## config.mk

```make
export PLATFORM = sky130hd
export DESIGN_NAME = cigar_text_alignment_geometry_flat
export DESIGN_NICKNAME = d
export VERILOG_FILES = /design/src/rtl/cig_pkg.sv /design/src/rtl/cig_if.sv /design/src/rtl/cigar_text_alignment_geometry.sv /design/src/rtl/cig_front.sv /design/src/rtl/cig_queue.sv /design/src/rtl/cig_back.sv /design/src/flat_wrapper.sv
export SDC_FILE = /design/constraint.sdc
export NUM_CORES = 1
export LEC_CHECK = 0
export BUFFER_PORTS_ARGS = -buffer_cell sky130_fd_sc_hd__buf_2
export CAP_MARGIN = 20
export CORE_MARGIN = 8
export CORE_UTILIZATION = 52
export DETAILED_ROUTE_END_ITERATION = 7
export GPL_TIMING_DRIVEN = 0
export PLACE_DENSITY = 0.72
export SYNTH_ARGS = -nofsm -noshare
export SYNTH_HDL_FRONTEND = slang
export SYNTH_SLANG_ARGS = --single-unit
```

## constraint.sdc

```tcl
create_clock -name i_clk -period 7.3 [get_ports i_clk]
set_input_delay 1.095 -clock i_clk [delete_from_list [all_inputs] [get_ports i_clk]]
set_output_delay 1.095 -clock i_clk [all_outputs]
set_load 0.005 [all_outputs]
```

## src/rtl/cig_pkg.sv

```systemverilog
`default_nettype none
// ----------------------------------------------------------------------------
// cig_pkg: shared types and constants for the CIGAR text geometry block
// Field widths, op letter codes, the decoded character token that travels
// from the front end to the back end, and the classifier function.
// ----------------------------------------------------------------------------
package cig_pkg;

    // Width of one decimal run length and of the span sums
    localparam int RUN_LEN_BITS = 28;
    localparam int SPAN_BITS    = 32;

    // Product width of run*10 + digit
    localparam int PROD_W = RUN_LEN_BITS + 4;
    // Width of span sum plus run length, one carry bit on top
    localparam int SUM_W  = (SPAN_BITS > RUN_LEN_BITS ? SPAN_BITS : RUN_LEN_BITS) + 1;
    // Width used for the final coordinates, at least 33 bits
    localparam int WIDE_W = (SPAN_BITS > 32 ? SPAN_BITS : 32) + 1;

    // Token queue between front and back
    localparam int QUEUE_DEPTH = 4;
    localparam int QPTR_W      = $clog2(QUEUE_DEPTH);
    localparam int QCNT_W      = $clog2(QUEUE_DEPTH + 1);

    // ASCII codes
    localparam logic [7:0] CH_0  = 8'h30;
    localparam logic [7:0] CH_9  = 8'h39;
    localparam logic [7:0] CH_M  = 8'h4D;
    localparam logic [7:0] CH_I  = 8'h49;
    localparam logic [7:0] CH_D  = 8'h44;
    localparam logic [7:0] CH_N  = 8'h4E;
    localparam logic [7:0] CH_S  = 8'h53;
    localparam logic [7:0] CH_H  = 8'h48;
    localparam logic [7:0] CH_P  = 8'h50;
    localparam logic [7:0] CH_EQ = 8'h3D;
    localparam logic [7:0] CH_X  = 8'h58;

    // One classified character
    typedef struct packed {
        logic        is_digit;
        logic [3:0]  digit;
        logic        known;     // one of the op letters
        logic        cons_q;    // adds to query span (H included)
        logic        cons_r;    // adds to reference span
        logic        is_clip;   // S or H
        logic        last;
        logic [30:0] ref_start;
        logic        minus;
    } t_tok;

    // Op letter decode: {known, cons_q, cons_r, is_clip}
    typedef struct packed {
        logic known;
        logic cons_q;
        logic cons_r;
        logic is_clip;
    } t_op_class;

    function automatic t_op_class op_class(input logic [7:0] c);
        t_op_class k;
        k = '0;
        unique case (c) inside
            CH_M, CH_EQ, CH_X: k = '{known: 1'b1, cons_q: 1'b1, cons_r: 1'b1, is_clip: 1'b0};
            CH_I:              k = '{known: 1'b1, cons_q: 1'b1, cons_r: 1'b0, is_clip: 1'b0};
            CH_D, CH_N:        k = '{known: 1'b1, cons_q: 1'b0, cons_r: 1'b1, is_clip: 1'b0};
            CH_S, CH_H:        k = '{known: 1'b1, cons_q: 1'b1, cons_r: 1'b0, is_clip: 1'b1};
            CH_P:              k = '{known: 1'b1, cons_q: 1'b0, cons_r: 1'b0, is_clip: 1'b0};
            default:           k = '0;
        endcase
        return k;
    endfunction

endpackage
`default_nettype wire

```

## src/rtl/cig_if.sv

```systemverilog
`default_nettype none
// ----------------------------------------------------------------------------
// cig_if: valid/ready channels of the CIGAR text geometry block
// Input channel carries one text character per beat, output channel one
// geometry result per beat.
// ----------------------------------------------------------------------------
interface cig_in_if;
    logic        valid;
    logic        ready;
    logic [7:0]  text_char;
    logic        last_char;
    logic [30:0] ref_start;
    logic        minus_strand;

    modport source (output valid, text_char, last_char, ref_start, minus_strand,
                    input ready);
    modport sink   (input valid, text_char, last_char, ref_start, minus_strand,
                    output ready);
endinterface

interface cig_out_if;
    logic        valid;
    logic        ready;
    logic        valid_res;
    logic [31:0] query_begin;
    logic [31:0] query_finish;
    logic [30:0] ref_begin;
    logic [31:0] ref_finish;

    modport source (output valid, valid_res, query_begin, query_finish, ref_begin,
                    ref_finish, input ready);
    modport sink   (input valid, valid_res, query_begin, query_finish, ref_begin,
                    ref_finish, output ready);
endinterface
`default_nettype wire

```

## src/rtl/cigar_text_alignment_geometry.sv

```systemverilog
`default_nettype none
// ----------------------------------------------------------------------------
// cigar_text_alignment_geometry: CIGAR text parser with alignment geometry
// Top level: classifier front end, token queue, accumulator back end.
// ----------------------------------------------------------------------------
// Feed a CIGAR text one character per beat, marking its final character with
// last_char; ref_start and minus_strand are taken from that final beat. One
// character is taken every cycle while the four-entry token queue has room;
// the accumulator retires one character a cycle, except that a final character
// waits while the finish stage is full, so the sustained rate is one character
// per cycle while the result side keeps up. The final character is written
// into a queue entry; its result then passes the finish stage and the output
// register, and is later by the queue occupancy. The output register and
// the finish stage let a new text stream in while a result waits to be taken.
// A malformed text or an overflow gives valid_res = 0 with all coordinates 0.
// ----------------------------------------------------------------------------
module cigar_text_alignment_geometry
    import cig_pkg::*;
(
    input  wire logic i_clk,
    input  wire logic i_rst_n,
    cig_in_if.sink    i_in,
    cig_out_if.source o_out
);

    logic w_push, w_full, w_qvalid, w_pop;
    t_tok w_tok_in, w_tok_out;

    cig_front u_front (
        .i_clk   (i_clk),
        .i_rst_n (i_rst_n),
        .i_in    (i_in),
        .i_full  (w_full),
        .o_push  (w_push),
        .o_tok   (w_tok_in)
    );

    cig_queue u_queue (
        .i_clk   (i_clk),
        .i_rst_n (i_rst_n),
        .i_push  (w_push),
        .i_tok   (w_tok_in),
        .o_full  (w_full),
        .o_valid (w_qvalid),
        .o_tok   (w_tok_out),
        .i_pop   (w_pop)
    );

    cig_back u_back (
        .i_clk       (i_clk),
        .i_rst_n     (i_rst_n),
        .i_tok_valid (w_qvalid),
        .i_tok       (w_tok_out),
        .o_pop       (w_pop),
        .o_out       (o_out)
    );

endmodule
`default_nettype wire

```

## src/rtl/cig_front.sv

```systemverilog
`default_nettype none
// ----------------------------------------------------------------------------
// cig_front: character classifier
// Accepts input beats while the token queue has room and decodes each
// character into a digit or an op class token.
// ----------------------------------------------------------------------------
module cig_front
    import cig_pkg::*;
(
    input  wire logic i_clk,
    input  wire logic i_rst_n,
    cig_in_if.sink    i_in,
    input  wire logic i_full,
    output logic      o_push,
    output t_tok      o_tok
);

    t_op_class w_cls;

    // Accept whenever the queue can take the token
    assign i_in.ready = !i_full;
    assign o_push     = i_in.valid && !i_full;

    // Decode the character
    always_comb begin
        w_cls           = op_class(i_in.text_char);
        o_tok           = '0;
        o_tok.is_digit  = (i_in.text_char >= CH_0) && (i_in.text_char <= CH_9);
        o_tok.digit     = 4'(i_in.text_char - CH_0);
        o_tok.known     = w_cls.known;
        o_tok.cons_q    = w_cls.cons_q;
        o_tok.cons_r    = w_cls.cons_r;
        o_tok.is_clip   = w_cls.is_clip;
        o_tok.last      = i_in.last_char;
        o_tok.ref_start = i_in.ref_start;
        o_tok.minus     = i_in.minus_strand;
    end

    // A stalled beat never reaches the queue
    a_push_needs_room: assert property (@(posedge i_clk) disable iff (!i_rst_n)
        i_full |-> !o_push) else $error("push into full queue");
    a_push_is_beat: assert property (@(posedge i_clk) disable iff (!i_rst_n)
        o_push == (i_in.valid && i_in.ready)) else $error("push without beat");
    a_digit_not_op: assert property (@(posedge i_clk) disable iff (!i_rst_n)
        o_push && o_tok.is_digit |-> !o_tok.known) else $error("digit classed as op");

endmodule
`default_nettype wire

```

## src/rtl/cig_queue.sv

```systemverilog
`default_nettype none
// ----------------------------------------------------------------------------
// cig_queue: token queue between front and back
// Small circular queue of classified characters; push and pop may happen in
// the same cycle.
// ----------------------------------------------------------------------------
module cig_queue
    import cig_pkg::*;
(
    input  wire logic i_clk,
    input  wire logic i_rst_n,
    input  wire logic i_push,
    input  t_tok      i_tok,
    output logic      o_full,
    output logic      o_valid,
    output t_tok      o_tok,
    input  wire logic i_pop
);

    t_tok              r_mem [QUEUE_DEPTH];
    logic [QPTR_W-1:0] r_wr, n_wr;
    logic [QPTR_W-1:0] r_rd, n_rd;
    logic [QCNT_W-1:0] r_cnt, n_cnt;
    logic              w_push, w_pop;

    assign o_full  = (r_cnt == QCNT_W'(QUEUE_DEPTH));
    assign o_valid = (r_cnt != '0);
    assign o_tok   = r_mem[r_rd];
    assign w_push  = i_push && !o_full;
    assign w_pop   = i_pop && o_valid;

    // Pointer and count update
    always_comb begin
        n_wr  = r_wr;
        n_rd  = r_rd;
        n_cnt = r_cnt;
        if (w_push) begin
            n_wr = (r_wr == QPTR_W'(QUEUE_DEPTH - 1)) ? '0 : r_wr + 1'b1;
        end
        if (w_pop) begin
            n_rd = (r_rd == QPTR_W'(QUEUE_DEPTH - 1)) ? '0 : r_rd + 1'b1;
        end
        case ({w_push, w_pop})
            2'b10:   n_cnt = r_cnt + 1'b1;
            2'b01:   n_cnt = r_cnt - 1'b1;
            default: n_cnt = r_cnt;
        endcase
    end

    always_ff @(posedge i_clk) begin
        if (!i_rst_n) begin
            r_wr  <= '0;
            r_rd  <= '0;
            r_cnt <= '0;
        end else begin
            r_wr  <= n_wr;
            r_rd  <= n_rd;
            r_cnt <= n_cnt;
        end
    end

    // Storage
    always_ff @(posedge i_clk) begin
        if (w_push) begin
            r_mem[r_wr] <= i_tok;
        end
    end

    a_cnt_bound: assert property (@(posedge i_clk) disable iff (!i_rst_n)
        r_cnt <= QCNT_W'(QUEUE_DEPTH)) else $error("queue count overrun");
    a_ptr_gap: assert property (@(posedge i_clk) disable iff (!i_rst_n)
        (r_cnt == '0) || (r_cnt == QCNT_W'(QUEUE_DEPTH)) |-> r_wr == r_rd)
        else $error("queue pointers out of step");
    a_cnt_step: assert property (@(posedge i_clk) disable iff (!i_rst_n)
        w_push && !w_pop |=> r_cnt == $past(r_cnt) + 1'b1) else $error("lost push");

endmodule
`default_nettype wire

```

## src/rtl/cig_back.sv

```systemverilog
`default_nettype none
// ----------------------------------------------------------------------------
// cig_back: run accumulator and geometry output
// Consumes one token a cycle, a last one only once the finish stage is free:
// digits build the run, ops add to spans and record clips. The last token
// snapshots the sums there to form the strand adjusted output coordinates.
// ----------------------------------------------------------------------------
module cig_back
    import cig_pkg::*;
(
    input  wire logic i_clk,
    input  wire logic i_rst_n,
    input  wire logic i_tok_valid,
    input  t_tok      i_tok,
    output logic      o_pop,
    cig_out_if.source o_out
);

    // Parse state
    logic [RUN_LEN_BITS-1:0] r_run, n_run;
    logic                    r_digits, n_digits;
    logic                    r_any, n_any;
    logic [RUN_LEN_BITS-1:0] r_left, n_left;
    logic [RUN_LEN_BITS-1:0] r_right, n_right;
    logic [SPAN_BITS-1:0]    r_qsum, n_qsum;
    logic [SPAN_BITS-1:0]    r_rsum, n_rsum;
    logic                    r_err, n_err;

    // Finish stage
    logic                    r_fv;
    logic                    r_f_err;
    logic [RUN_LEN_BITS-1:0] r_f_left, r_f_right;
    logic [SPAN_BITS-1:0]    r_f_qsum, r_f_rsum;
    logic [30:0]             r_f_rs;
    logic                    r_f_minus;

    // Output register
    logic                    r_ov;
    logic                    r_o_valid_res;
    logic [31:0]             r_o_qb, r_o_qf, r_o_rf;
    logic [30:0]             r_o_rb;

    logic [PROD_W-1:0]       w_prod;
    logic [SUM_W-1:0]        w_qadd, w_radd;
    logic                    w_out_free, w_fin_adv, w_fin_free, w_load_fin;
    logic [WIDE_W-1:0]       w_qb, w_qf, w_rf;
    logic                    w_f_bad;

    // Stage handshakes
    assign w_out_free = !r_ov || o_out.ready;
    assign w_fin_adv  = r_fv && w_out_free;
    assign w_fin_free = !r_fv || w_fin_adv;
    assign o_pop      = i_tok_valid && (!i_tok.last || w_fin_free);
    assign w_load_fin = o_pop && i_tok.last;

    // Run and span arithmetic
    assign w_prod = (PROD_W'(r_run) << 3) + (PROD_W'(r_run) << 1) + PROD_W'(i_tok.digit);
    assign w_qadd = SUM_W'(r_qsum) + SUM_W'(r_run);
    assign w_radd = SUM_W'(r_rsum) + SUM_W'(r_run);

    // Next parse state for the popped token
    always_comb begin
        n_run    = r_run;
        n_digits = r_digits;
        n_any    = r_any;
        n_left   = r_left;
        n_right  = r_right;
        n_qsum   = r_qsum;
        n_rsum   = r_rsum;
        n_err    = r_err;
        if (o_pop && !r_err) begin
            if (i_tok.is_digit) begin
                if (w_prod[PROD_W-1:RUN_LEN_BITS] != '0) begin
                    n_err = 1'b1;
                end else begin
                    n_run    = w_prod[RUN_LEN_BITS-1:0];
                    n_digits = 1'b1;
                end
            end else if (!i_tok.known || !r_digits) begin
                n_err = 1'b1;
            end else begin
                // after an error the sums are dead, so both checks run freely
                if (i_tok.cons_q) begin
                    if (w_qadd[SUM_W-1:SPAN_BITS] != '0) begin
                        n_err = 1'b1;
                    end
                    n_qsum = w_qadd[SPAN_BITS-1:0];
                end
                if (i_tok.cons_r) begin
                    if (w_radd[SUM_W-1:SPAN_BITS] != '0) begin
                        n_err = 1'b1;
                    end
                    n_rsum = w_radd[SPAN_BITS-1:0];
                end
                if (!r_any && i_tok.is_clip) begin
                    n_left = r_run;
                end
                n_right  = i_tok.is_clip ? r_run : '0;
                n_any    = 1'b1;
                n_run    = '0;
                n_digits = 1'b0;
            end
        end
    end

    // Parse state register; cleared after the last character
    always_ff @(posedge i_clk) begin
        if (!i_rst_n || w_load_fin) begin
            r_run    <= '0;
            r_digits <= 1'b0;
            r_any    <= 1'b0;
            r_left   <= '0;
            r_right  <= '0;
            r_qsum   <= '0;
            r_rsum   <= '0;
            r_err    <= 1'b0;
        end else begin
            r_run    <= n_run;
            r_digits <= n_digits;
            r_any    <= n_any;
            r_left   <= n_left;
            r_right  <= n_right;
            r_qsum   <= n_qsum;
            r_rsum   <= n_rsum;
            r_err    <= n_err;
        end
    end

    // Finish stage valid
    always_ff @(posedge i_clk) begin
        if (!i_rst_n) begin
            r_fv <= 1'b0;
        end else if (w_load_fin) begin
            r_fv <= 1'b1;
        end else if (w_fin_adv) begin
            r_fv <= 1'b0;
        end
    end

    // Finish stage payload: snapshot of the closing state
    always_ff @(posedge i_clk) begin
        if (w_load_fin) begin
            r_f_err   <= n_err || n_digits || !n_any;
            r_f_left  <= n_left;
            r_f_right <= n_right;
            r_f_qsum  <= n_qsum;
            r_f_rsum  <= n_rsum;
            r_f_rs    <= i_tok.ref_start;
            r_f_minus <= i_tok.minus;
        end
    end

    // Strand adjusted coordinates and 32 bit range check
    always_comb begin
        if (r_f_minus) begin
            w_qb = WIDE_W'(r_f_right);
            w_qf = WIDE_W'(r_f_qsum) - WIDE_W'(r_f_left);
        end else begin
            w_qb = WIDE_W'(r_f_left);
            w_qf = WIDE_W'(r_f_qsum) - WIDE_W'(r_f_right);
        end
        w_rf    = WIDE_W'(r_f_rs) + WIDE_W'(r_f_rsum);
        w_f_bad = r_f_err || (w_rf[WIDE_W-1:32] != '0) || (w_qb[WIDE_W-1:32] != '0)
                  || (w_qf[WIDE_W-1:32] != '0);
    end

    // Output register valid
    always_ff @(posedge i_clk) begin
        if (!i_rst_n) begin
            r_ov <= 1'b0;
        end else if (w_out_free) begin
            r_ov <= r_fv;
        end
    end

    // Output register payload; invalid results read as zeros
    always_ff @(posedge i_clk) begin
        if (w_fin_adv) begin
            r_o_valid_res <= !w_f_bad;
            r_o_qb        <= w_f_bad ? '0 : w_qb[31:0];
            r_o_qf        <= w_f_bad ? '0 : w_qf[31:0];
            r_o_rb        <= w_f_bad ? '0 : r_f_rs;
            r_o_rf        <= w_f_bad ? '0 : w_rf[31:0];
        end
    end

    assign o_out.valid        = r_ov;
    assign o_out.valid_res    = r_o_valid_res;
    assign o_out.query_begin  = r_o_qb;
    assign o_out.query_finish = r_o_qf;
    assign o_out.ref_begin    = r_o_rb;
    assign o_out.ref_finish   = r_o_rf;

    a_state_clears: assert property (@(posedge i_clk) disable iff (!i_rst_n)
        w_load_fin |=> r_run == '0 && !r_digits && !r_any && !r_err)
        else $error("parse state not cleared after last character");
    a_fin_holds: assert property (@(posedge i_clk) disable iff (!i_rst_n)
        r_fv && !w_fin_adv |=> r_fv && $stable(r_f_qsum) && $stable(r_f_rs))
        else $error("finish stage overwritten while stalled");
    a_invalid_zero: assert property (@(posedge i_clk) disable iff (!i_rst_n)
        r_ov && !r_o_valid_res |-> r_o_qb == '0 && r_o_qf == '0 && r_o_rb == '0
        && r_o_rf == '0) else $error("invalid result carries coordinates");
    a_ref_order: assert property (@(posedge i_clk) disable iff (!i_rst_n)
        r_ov && r_o_valid_res |-> r_o_rf >= {1'b0, r_o_rb})
        else $error("reference end before start");

endmodule
`default_nettype wire

```

## src/flat_wrapper.sv

```systemverilog
// flat-port wrapper written by rule: the top's interface ports become plain ports
module cigar_text_alignment_geometry_flat import cig_pkg::*;
  (i_clk, i_rst_n, i_in_valid, i_in_text_char, i_in_last_char, i_in_ref_start, i_in_minus_strand, i_in_ready, o_out_valid, o_out_valid_res, o_out_query_begin, o_out_query_finish, o_out_ref_begin, o_out_ref_finish, o_out_ready);
  cig_in_if i_in_i ();
  cig_out_if o_out_i ();
  input  wire logic i_clk;
  input  wire logic i_rst_n;
  input wire logic [$bits(i_in_i.valid)-1:0] i_in_valid;
  input wire logic [$bits(i_in_i.text_char)-1:0] i_in_text_char;
  input wire logic [$bits(i_in_i.last_char)-1:0] i_in_last_char;
  input wire logic [$bits(i_in_i.ref_start)-1:0] i_in_ref_start;
  input wire logic [$bits(i_in_i.minus_strand)-1:0] i_in_minus_strand;
  output wire logic [$bits(i_in_i.ready)-1:0] i_in_ready;
  output wire logic [$bits(o_out_i.valid)-1:0] o_out_valid;
  output wire logic [$bits(o_out_i.valid_res)-1:0] o_out_valid_res;
  output wire logic [$bits(o_out_i.query_begin)-1:0] o_out_query_begin;
  output wire logic [$bits(o_out_i.query_finish)-1:0] o_out_query_finish;
  output wire logic [$bits(o_out_i.ref_begin)-1:0] o_out_ref_begin;
  output wire logic [$bits(o_out_i.ref_finish)-1:0] o_out_ref_finish;
  input wire logic [$bits(o_out_i.ready)-1:0] o_out_ready;
  assign i_in_i.valid = i_in_valid;
  assign i_in_i.text_char = i_in_text_char;
  assign i_in_i.last_char = i_in_last_char;
  assign i_in_i.ref_start = i_in_ref_start;
  assign i_in_i.minus_strand = i_in_minus_strand;
  assign i_in_ready = i_in_i.ready;
  assign o_out_valid = o_out_i.valid;
  assign o_out_valid_res = o_out_i.valid_res;
  assign o_out_query_begin = o_out_i.query_begin;
  assign o_out_query_finish = o_out_i.query_finish;
  assign o_out_ref_begin = o_out_i.ref_begin;
  assign o_out_ref_finish = o_out_i.ref_finish;
  assign o_out_i.ready = o_out_ready;
  cigar_text_alignment_geometry u_core (.i_clk(i_clk), .i_rst_n(i_rst_n), .i_in(i_in_i), .o_out(o_out_i));
endmodule
```

==> run metrics <==
CP max FO=10; post-route cell area=34200 um2; Critical Path Start Type=register; DR WL/cell=21.2 um; grt ovf=0; max-slew violations=0; Via-to-Cell Ratio=between 5 and 6; Post-Place Cell Area=between 30000 and 40000 um2; Yosys top cell area share=roughly 44%; Core Region=~57000 um2; Max Cap Viol=0; IO Pins=175; hold_buf cts=0; R2R Path End=u_core.u_back.o_out.query_finish[5]; hold path startpoint=u_core.u_back.r_right[2]; Clk network pwr share=26.8%; Leakage=~14 nW; Residual DRC=0; DRT Pass-1 Iters=5; Clock Sink Count=between 600 and 700; share of cells above drive strength 1=13.8%; R2R setup slack=between 0.7 and 0.8 ns; P&R area growth vs syn=13.5%; Final HPWL DP=57200 um; post-synthesis adder-cell area fraction=7.78%; I/O Buffers=169; mux share of post-synthesis cell area=7.51%; status=complete, no violations; total track usage=22.7%; Post-synth EDFFs=around 450; count of different cell masters after synthesis=just under 90; fillers=about 4600; top post-synthesis cells by area=edfxtp_1 44%, dfxtp_1 11%, ha_1 7.3%, nand2_1 3.4%, mux4_2 3.1%; Main synth FF type=edfxtp_1; Tmin final=6.55 ns; area of the multi-input gates=12900 um2; post-synthesis compound-gate area fraction=11.6%; post-route antenna net violation count=0; register area=approximately 17000 um2; Post-Place Cells=3495; Slew @ Worst Pin=1.15 ns; drt first-iter violations=1786; reg-to-reg startpoint=u_core.u_back.r_f_minus; Synth Area in XOR/XNOR=2.97%; first-pass GRT wire length=119000 um; HP Class=reg2reg; CTS Buf Count=61; worst reg-to-reg path cell count=14; Worst-path clk slew=~0.06 ns; vias=20999; Initial Util=a little over half; final hold viol count=0; Final nets=3022; internal power=0.00772 W; Post-Layout Cell Count=3610; main combinational cell family by area after synthesis=simple AND/OR/NAND/NOR gates; Mapped Cells=2549; row cnt=88; YS warnings=0; post-synthesis simple-gate area fraction=12.8%; Yosys reg bits=slightly above 600; syn_area_per_cell=11.8 um2; ys async rst share=0%; vias in the first global route=21195; Slew HR=23.6%; Hold WS=roughly 0.46 ns; Post-Syn Area=30100 um2; Pwr Density=around 340 nW/um2; commonest non-fill, non-tap cells in the layout=445 x edfxtp_1, 271 x nand2_1, 176 x ha_1; die height=257 um; postcts setup bufs=0; switch share=approximately a third; full die area=65900 um2; chip width=between 200 and 300 um; CTS tree=yes; Total Power=0.0117 W; Comb pwr share=33.1%; Max rail drop VDD=0.255 mV; skew final=0.0430 ns; final count of negative-setup-slack endpoints=0; Min-Delay Endpoint=u_core.u_back.r_right[2]; post-cts resize count=0; endpoint class of the critical path=register; antenna cells=0; fin crit share=89.8%; final setup TNS=0 ns; commonest non-fill, non-tap cell in the layout=edfxtp_1; Min-Delay Path Depth=2; Worst Setup Path Type=reg2reg; CTS root buffer=clkbuf_16; initial antenna violation count=1; Max clock buf depth=3; Clock Latency Late Sink=0.64 ns; RSZ-0062 raised after global routing=no; Critical Path AT=6.89 ns; Psw=approximately 0.0040 W; fmax=0.153 GHz; RePlAce Congestion=0.955; H-tree depth=2; sequential power share=40.1%; Worst Path Required=7.64 ns; Seq/Total Area, Yosys=55.1%; Detailed Route WL=76700 um; pin count of the biggest net entering global routing=between 90 and 100; leading area contributor after synthesis=edfxtp_1
==> cells by family after synthesis <==
kind of cell,Yosys count
simple gates,795
fa+ha+maj,183
buf+inv,160
flops,607
mux,162
compound gates,539
xor+xnor,102
other cells,1
==> flip-flops by register name, summed over array words and instances, names as in the netlist, 2 cells and up, named ones only <==
signal and count:
u_core.u_back.r_rsum 32, u_core.u_back.o_out.ref_finish 32, u_core.u_back.r_f_left 28, u_core.u_back.o_out.query_finish 32, u_core.u_queue.r_cnt 3, u_core.u_back.r_f_qsum 32, u_core.u_back.r_qsum 32, u_core.u_back.r_f_right 28
u_core.u_back.r_run 28, u_core.u_queue.r_rd 2, u_core.u_queue.r_wr 2, u_core.u_back.r_left 28, u_core.u_back.r_f_rs 31, u_core.u_back.o_out.query_begin 28, u_core.u_back.o_out.ref_begin 31, u_core.u_back.r_f_rsum 32
u_core.u_back.r_right 28, u_core.u_queue.r_mem 168
==> cell usage after synthesis, types with 8 or more instances <==
| master | n |
|---|---|
| nor2b_1 | 17 |
| xor2_1 | 45 |
| o211ai_1 | 8 |
| dfxtp_1 | 162 |
| mux2_2 | 12 |
| a21boi_0 | 12 |
| o21bai_1 | 19 |
| o21a_1 | 18 |
| o31ai_1 | 12 |
| nand4_1 | 14 |
| buf_1 | 12 |
| inv_1 | 58 |
| and3_1 | 24 |
| a211oi_1 | 25 |
| nand2b_1 | 23 |
| edfxtp_1 | 445 |
| clkbuf_1 | 71 |
| nor3_1 | 33 |
| nor2_1 | 149 |
| mux2_4 | 20 |
| mux2i_1 | 88 |
| a21o_1 | 60 |
| or3_1 | 23 |
| and2_1 | 120 |
| a31oi_1 | 27 |
| nand2_1 | 271 |
| xnor2_1 | 57 |
| mux4_2 | 42 |
| nand3_1 | 81 |
| ha_1 | 176 |
| o21ai_0 | 132 |
| a21oi_1 | 148 |
==> power groups by stage <==
stage	Sequential, W	Combinational (W)	Clock (W)
floorplan	0.00475	0.00266	0
global placement	0.00489	0.00363	0
detailed placement	0.00475	0.00383	0
CTS	0.00469	0.00387	0.00319
global route	0.00473	0.00424	0.00331
finish	0.00469	0.00388	0.00314
==> worst max-delay path, stage by stage, from the launching register on <==
cell,delay (ns)
edfxtp_1,0.47
clkbuf_1,0.57
buf_1,0.70
mux2i_1,0.27
ha_1,0.30
nor2b_1,0.19
o31a_1,0.29
o41ai_2,0.62
o21ai_0,0.35
a32oi_1,0.56
a21oi_1,0.18
o21a_1,0.26
o211ai_2,0.55
clkbuf_1,0.71
nor2_1,0.21
==> how the worst max path moves through the flow <==
stage,endpoint,start,slack [ns],depth (start not counted)
floorplan,u_core.u_back.o_out.query_begin[0],o_out_ready,0.02,2
global placement,u_core.u_back.o_out.ref_finish[30],o_out_ready,-2.56,3
detailed placement,u_core.u_back.o_out.query_finish[5],u_core.u_back.r_f_minus,0.76,14
CTS,u_core.u_back.o_out.query_finish[5],u_core.u_back.r_f_minus,0.72,14
global route,u_core.u_back.o_out.query_finish[7],u_core.u_back.r_f_minus,0.56,14
finish,u_core.u_back.o_out.query_finish[5],u_core.u_back.r_f_minus,0.75,14
==> final cells by class <==
cell class | count | share of cell area [%]
Clock inverter | 37 | 1.19
Timing Repair Buffer | 179 | 3.09
Buffer | 100 | 1.35
Multi-Input combinational cell | 1785 | 37.6
Tap cell | 765 | 2.80
Inverter | 60 | 0.673
Clock buffer | 77 | 4.76
Sequential cell | 607 | 48.6
==> layer usage <==
layer	wire, um	vias up	global-route usage [%]
li1	-	9977	-
met3	4650	123	3.44
met1	32700	10233	30.0
met2	37400	666	38.5
met4	1900	0	6.52
met5	0	-	0
==> through the flow <==
| stage | worst slack [ns] | util [%] |
|---|---|---|
| 2_1_floorplan | 0.0177 | - |
| 3_3_place_gp | -2.56 | 55.6 |
| 3_5_place_dp | 0.762 | 55.9 |
| 4_1_cts | 0.718 | 59.5 |
| 5_1_grt | 0.559 | 59.5 |
| 6_report | 0.747 | 59.5 |
Power figures use the tool's default switching activity.
